**src/rtl/core/grayscale_histogram_engine_defines.svh**
```systemverilog
// assertion macros shared by the histogram engine modules
`ifndef GRAYSCALE_HISTOGRAM_ENGINE_DEFINES_SVH
`define GRAYSCALE_HISTOGRAM_ENGINE_DEFINES_SVH

`ifndef SYNTHESIS
// checked only out of reset
`define GHE_ASSERT(lbl, prop) \
  lbl: assert property (@(posedge clk) disable iff (!rst_n) prop) \
    else $error("histogram engine check failed");
// checked at every edge, reset included
`define GHE_ASSERT_ALWAYS(lbl, prop) \
  lbl: assert property (@(posedge clk) prop) \
    else $error("histogram engine check failed");
`else
`define GHE_ASSERT(lbl, prop)
`define GHE_ASSERT_ALWAYS(lbl, prop)
`endif

`endif

```
**src/rtl/core/ghe_pkg.sv**
```systemverilog
// types, constants and helpers of the grayscale histogram engine
package ghe_pkg;

  localparam int unsigned NUM_BINS    = 256;
  localparam int unsigned COUNT_WIDTH = 20;
  localparam int unsigned BIN_AW      = $clog2(NUM_BINS);
  localparam int unsigned VALUE_W     = 8;
  localparam int unsigned OUT_W       = 20;

  localparam logic [1:0] OP_ADD   = 2'd0;
  localparam logic [1:0] OP_READ  = 2'd1;
  localparam logic [1:0] OP_CLEAR = 2'd2;

  typedef struct packed {
    logic [1:0]         operation;
    logic [VALUE_W-1:0] value;
  } ghe_in_t;

  typedef struct packed {
    logic [OUT_W-1:0] bin_count;
    logic [OUT_W-1:0] peak_count;
  } ghe_out_t;

  // commands from the controller to the datapath
  typedef struct packed {
    logic issue;     // latch the beat and read its bin
    logic clear;     // drop every bin and the peak
    logic write;     // write back the incremented count
    logic load_out;  // load the result register
  } ghe_cmd_t;

  function automatic logic [BIN_AW-1:0] bin_index(input logic [VALUE_W-1:0] value);
    return BIN_AW'(value);
  endfunction

  function automatic logic in_range(input logic [VALUE_W-1:0] value);
    return 32'(value) < NUM_BINS;
  endfunction

endpackage

```
**src/rtl/core/ghe_ctrl.sv**
```systemverilog
// controller state machine of the histogram engine
`include "grayscale_histogram_engine_defines.svh"

module ghe_ctrl
  import ghe_pkg::*;
(
  input  logic       clk,
  input  logic       rst_n,
  input  logic       in_valid,
  input  logic [1:0] in_op,
  input  logic       out_stall,
  output logic       in_stall,
  output logic       out_valid,
  output ghe_cmd_t   cmd
);

  typedef enum logic {S_IDLE, S_LOOKUP} state_t;

  state_t state_r, state_nxt;
  logic   pend_add_r, pend_add_nxt;
  logic   out_valid_r, out_valid_nxt;
  logic   slot_free;

  assign slot_free = !out_valid_r || !out_stall;

  always_comb begin
    cmd           = '0;
    state_nxt     = state_r;
    pend_add_nxt  = pend_add_r;
    out_valid_nxt = out_valid_r && out_stall;
    unique case (state_r)
      S_IDLE: begin
        if (in_valid) begin
          unique case (in_op)
            OP_ADD, OP_READ: begin
              cmd.issue    = 1'b1;
              pend_add_nxt = (in_op == OP_ADD);
              state_nxt    = S_LOOKUP;
            end
            OP_CLEAR: cmd.clear = 1'b1;
            default: ;
          endcase
        end
      end
      S_LOOKUP: begin
        if (pend_add_r) begin
          cmd.write = 1'b1;
          state_nxt = S_IDLE;
        end else if (slot_free) begin
          cmd.load_out  = 1'b1;
          out_valid_nxt = 1'b1;
          state_nxt     = S_IDLE;
        end
      end
      default: state_nxt = S_IDLE;
    endcase
  end

  always_ff @(posedge clk) begin
    if (!rst_n) begin
      state_r     <= S_IDLE;
      pend_add_r  <= 1'b0;
      out_valid_r <= 1'b0;
    end else begin
      state_r     <= state_nxt;
      pend_add_r  <= pend_add_nxt;
      out_valid_r <= out_valid_nxt;
    end
  end

  assign in_stall  = (state_r != S_IDLE);
  assign out_valid = out_valid_r;

  `GHE_ASSERT(a_lookup_follows_issue, cmd.issue |=> state_r == S_LOOKUP)
  `GHE_ASSERT(a_result_from_lookup, $rose(out_valid_r) |-> $past(state_r == S_LOOKUP))
  `GHE_ASSERT_ALWAYS(a_one_command, $onehot0({cmd.issue, cmd.clear, cmd.write, cmd.load_out}))

endmodule

```
**config.mk**
```make
export PLATFORM = sky130hd
export DESIGN_NAME = ghe_ctrl
export DESIGN_NICKNAME = d
export VERILOG_FILES = /design/src/rtl/core/ghe_pkg.sv /design/src/rtl/core/ghe_ctrl.sv
export VERILOG_INCLUDE_DIRS = /design/src /design/src/rtl/core
export SDC_FILE = /design/constraint.sdc
export NUM_CORES = 1
export LEC_CHECK = 0
export BUFFER_PORTS_ARGS = -buffer_cell sky130_fd_sc_hd__buf_2
export CAP_MARGIN = 10
export CORE_AREA = 2 2 39 41
export DETAILED_ROUTE_END_ITERATION = 8
export DIE_AREA = 0 0 41 43
export SYNTH_ARGS = -nofsm -noshare
export SYNTH_HDL_FRONTEND = slang
export SYNTH_SLANG_ARGS = --single-unit
```
**constraint.sdc**
```tcl
create_clock -name clk -period 0.8 [get_ports clk]
set_input_delay 0.08 -clock clk [delete_from_list [all_inputs] [get_ports clk]]
set_output_delay 0.08 -clock clk [all_outputs]
set_load 0.005 [all_outputs]
```
==> run_results.csv, run 1 <==
group,metric,value,unit
status,status,"finished with violations",
status,violations,"negative setup slack",
power_and_ir_drop,p_leak,0.000144,uW
detailed_routing,num_vias,189,
detailed_routing,wl_met2,216,um
die,rows,14,
critical_path,r2r_setup_slack,-110,ps
critical_path,worstPathRequired,720,ps
detailed_routing,top_layer,"met3",
global_route,grt_usage,0.0631,
yosys,syn-instance-count,15,
critical_path,path_class,"register to primary output",
cts,cts.sinks,3,
die,io_pins,12,
power_and_ir_drop,p_per_area,1620,nW/um2
cells_and_area,final_nets,40,
detailed_routing,wire_per_inst,8.29,um
detailed_routing,ant_nets,0,
yosys,ys_warn_count,0,
cells_and_area,final_area,308,um2
placed_design,place_congestion,0.600,
cts,cts_tree,"yes",
cts,clk_latency,230,ps
yosys,yosys.area.top_type_share,0.375,
cells_and_area,utilization,0.222,
cells_and_area,n_fill_cell,163,
cts,root_buffer,"clkbuf_4",
timing,setup_ws,-240,ps
timing,slew_viol_final,0,
yosys,ys_ff_latch,3,
timing,finClkSkew,1.25,ps
timing,rsz0062_at_grt,"true",
cells_and_area,final_common_cell,"buf_2",
global_route,grt_pass1_wl,621,um
global_route,overflow,0,
global_route,antenna_found_initial,0,
detailed_routing,wl_met3,55,um
detailed_routing,drc_errors,0,
detailed_routing,m1WireLength,133,um
detailed_routing,drtIter0Drc,0,
critical_path,endpoint_kind,"primary output",
yosys,synth_fp_nets,21,
global_route,first_global_vias,180,
die,initial_core_util,0.116,
cells_and_area,final_layout_size_suffix_gt1_frac,0.758,
detailed_routing,dr.pass1.iters,1,
cts,htree_num_levels,1,
global_route,grt_max_degree,7,
yosys,yosysUniqueCellTypes,11,
run,max-cap-violations,0,
die,die_y,43,um
cells_and_area,syn2layout_area_growth,92.2,%
cts,ctsHoldBuffers,0,
yosys,syn_area_per_cell,10.7,um2
timing,period_share,1.30,
yosys,netlist_area,160,um2
hold_path,hold_path.class,"input pin to register",
cells_and_area,layout_common_cells,"10 x buf_2, 3 x clkbuf_4, 3 x buf_6",
placed_design,numPortBuffers,11,
detailed_routing,wl,406,um
yosys,netlist_top_cells_area,"dfxtp_1 38%, nor3b_4 12%, and4bb_2 7.8%, nand2b_1 7.8%, and4b_2 7.0%",
cts,clockBufferDepth,2,
timing,worst_slew_pin_slew,165,ps
cts,numCtsBuffers,3,
detailed_routing,viasPerCell,3.86,
timing,finalSetupViolations,7,
timing,hold_viol,0,
power_and_ir_drop,ir_worst_vdd,424,uV
timing,fmax,961,MHz
timing,maxSlewHeadroom,0.890,
placed_design,placed_area,254,um2
die,core_region_area,1380,um2
yosys,synth-seq-area-share,0.375,
die,die_w,41,um
cells_and_area,diodes,0,
yosys,synth.largest_area_cell,"dfxtp_1",
critical_path,worstPathArrival,960,ps
timing,fin_crit,1040,ps
critical_path,critPathLaunchType,"register",
cts,clkTransAtPathRegs,40,ps
critical_path,path_max_fanout,6,
die,dieArea,1760,um2
per-layer routing:
metal,GRT usage,vias to the layer above
met2,0.0813,9
met4,0.0600,0
met3,0.0838,0
met5,0,-
met1,0.0382,89
li1,-,91
per-stage QoR:
| stage | instances | total power (uW) | setup slack (ps) | TNS [ps] | hold WS, ps |
|---|---|---|---|---|---|
| 6_report | 49 | 498 | -240 | -1020 | 96.5 |
| 5_1_grt | 49 | 546 | -299 | -1390 | 89.1 |
| 4_1_cts | 49 | 506 | -257 | -1140 | 94.7 |
| 3_5_place_dp | 44 | 227 | -55.5 | -84.8 | 337 |
| 3_3_place_gp | 44 | 227 | -50.5 | -73.5 | 342 |
| 2_1_floorplan | 15 | 188 | -19.1 | -23.1 | 187 |
layout make-up:
type	instances	area [um2]	area share
sequential	3	66.3	0.215
tap	16	20.0	0.0650
timing repair buffer	14	91.3	0.297
clock buffer	4	26.3	0.0854
multi-input combinational	12	104	0.337
state kept, by name (all words and copies together), names as in the netlist:
name        flops
pend_add_r      1
in_stall        1
out_valid       1
where the power goes:
group,switching [uW],leakage (uW),internal (uW)
combinational,27.1,0.000103,46.9
sequential,6.24,0.0000261,157
clock,74.6,0.0000150,187
total,108,0.000144,390
cells by family after synthesis:
kind of cell    share of synthesized area
simple gates                        0.438
compound gates                      0.125
mux                                0.0625
flops                               0.375
cells in the mapped netlist (all sizes together):
cell	number
dfxtp	3
nand2	2
nand2b	2
a21boi	1
a21oi	1
and2	1
and4b	1
and4bb	1
mux2i	1
nor3b	1
o21a	1
final timing paths:
path / start / end / depth (start not counted)
max reg2reg: in_stall / pend_add_r / 3
max: in_stall / cmd[2] / 2
min: rst_n / in_stall / 2
min reg2reg: pend_add_r / out_valid / 2
critical path: stages (launching register included):
cell      delay (ps)
dfxtp_4          350
and4bb_2         270
buf_2            100
repair_timing:
item                       in CTS  in global routing
cloned                          0                  0
buffers inserted                1                  0
pin swaps                       2                  1
setup endpoints to repair       8                  9
gates resized for setup         3                  4
hold endpoints to repair        0                  0
(Power assumes the default switching activity.)
==> run 2, diff against run 1 <==
TNS_END_PERCENT = 50   (was not set)
==> run_results.csv, run 2 (same netlist as run 1, synthesis figures left out) <==
group,metric,value,unit
die,io_pins,12,
die,dieArea,1760,um2
timing,worst_slew_pin_slew,107,ps
cells_and_area,regArea,65.1,um2
critical_path,critPathLaunchType,"register",
global_route,grt_max_degree,7,
global_route,antenna_found_initial,0,
timing,finClkSkew,1.25,ps
critical_path,worstPathArrival,960,ps
detailed_routing,wl,403,um
critical_path,worstPathCellList,"and4bb_2 -> buf_2",
placed_design,post-place-ws,-55.5,ps
die,initial_core_util,0.116,
critical_path,worstPathRequired,720,ps
cells_and_area,final_layout_size_suffix_gt1_frac,0.727,
critical_path,slowest_stage,"dfxtp_4",
critical_path,cpLargestDelayFamily,"flip-flops",
die,die_w,41,um
power_and_ir_drop,power_frac_clock,0.532,
critical_path,endpoint_kind,"primary output",
cells_and_area,diodes,0,
power_and_ir_drop,p_seq_frac,0.330,
cells_and_area,syn2layout_area_growth,82.8,%
power_and_ir_drop,p_per_area,1680,nW/um2
timing,period_share,1.30,
detailed_routing,ant_nets,0,
placed_design,placed_area,254,um2
critical_path,r2r_setup_slack,-110,ps
cts,clkTransAtPathRegs,40,ps
timing,finalSetupViolations,7,
critical_path,cp_num_buf_inv,1,
timing,fin_crit,1040,ps
global_route,grt_pass1_wl,607,um
cts,cts.sinks,3,
cts,root_buffer,"clkbuf_4",
power_and_ir_drop,p_leak,0.000141,uW
timing,rsz0062_at_grt,"true",
detailed_routing,drc_errors,0,
cells_and_area,multi_input_area,104,um2
die,core_region_area,1380,um2
placed_design,numPortBuffers,11,
placed_design,dp.cells,44,
run,max-cap-violations,0,
global_route,first_global_vias,178,
cts,numCtsBuffers,3,
cts,htree_num_levels,1,
critical_path,slowest_delay,350,ps
cells_and_area,final_common_cell,"buf_2",
timing,slew_viol_final,0,
cts,cts_tree,"yes",
cts,clk_latency,230,ps
placed_design,place_congestion,0.600,
timing,hold_viol,0,
cells_and_area,layout_common_cells,"11 x buf_2, 3 x clkbuf_4, 3 x buf_4",
cells_and_area,final_area,293,um2
status,violations,"negative setup slack",
detailed_routing,wire_per_inst,8.22,um
detailed_routing,drtIter0Drc,0,
detailed_routing,viasPerCell,3.86,
detailed_routing,dr.pass1.iters,1,
die,die_y,43,um
cells_and_area,n_fill_cell,161,
global_route,grt_usage,0.0621,
power_and_ir_drop,power_frac_comb,0.138,
status,status,"finished with violations",
detailed_routing,num_vias,189,
timing,whs,96.5,ps
timing,fmax,961,MHz
critical_path,path_max_fanout,6,
cts,clockBufferDepth,2,
power_and_ir_drop,sw_frac_of_total,0.217,
cells_and_area,final_nets,40,
cts,ctsHoldBuffers,0,
timing,maxSlewHeadroom,0.927,
power_and_ir_drop,power.switching,107,uW
power_and_ir_drop,internal-power,385,uW
global_route,overflow,0,
hold_path,hold_path.class,"input pin to register",
power_and_ir_drop,ir_worst_vdd,424,uV
die,rows,14,
critical_path,path_class,"register to primary output",
timing,setup_ws,-240,ps
cells_and_area,instances_no_fill,49,
run 2: cell count changes in the layout (fill, tap and decap cells not counted):
cell | before | now
buf_6 | 3 | 0
buf_4 | 1 | 3
buf_2 | 10 | 11
dfxtp_1 | 0 | 1
dfxtp_2 | 2 | 1
run 2: repair_timing:
action                     CTS  global route
buffers inserted             1             0
resized for setup            0             3
setup endpoints to repair    8             9
pin swaps                    2             1
run 2: final cells by class:
class                   instances  share of cell area
multi-input cells              12               0.355
repair buffers                 14               0.265
flip-flops and latches          3               0.222
clock buffers                   4              0.0897
well taps                      16              0.0684
run 2: power groups by stage:
stage	logic, uW	registers, uW	clock network [uW]
2_1_floorplan	24.0	164	0
3_3_place_gp	63.2	164	0
3_5_place_dp	63.0	164	0
4_1_cts	67.1	162	273
5_1_grt	74.5	163	301
6_report	67.9	162	261
run 2: worst paths after layout:
path / startpoint / endpoint / depth (start not counted)
setup / recovery: in_stall / cmd[2] / 2
hold reg to reg: pend_add_r / out_valid / 2
setup reg to reg: in_stall / pend_add_r / 3
hold / removal: rst_n / in_stall / 2
run 2: per-layer routing:
metal | global-route usage | part of all wire | up-vias | routed length [um]
li1 | - | - | 91 | -
met1 | 0.0350 | 0.32 | 89 | 130
met2 | 0.0813 | 0.54 | 9 | 216
met3 | 0.0838 | 0.14 | 0 | 55
met4 | 0.0600 | 0 | 0 | 0
met5 | 0 | 0 | - | 0
run 2: worst reg2reg max path, cell delays in order, from the launching register on:
cell and delay, ps:
dfxtp_4 350, nor3b_4 180, buf_4 140, mux2i_1 160
run 2: stage by stage:
step	util	total power (uW)	setup TNS, ps
final	0.212	491	-1030
after detailed placement	0.184	227	-84.8
after global routing	0.212	539	-1410
after global placement	0.184	227	-73.5
after floorplan	-	188	-23.1
after CTS	0.208	501	-1160
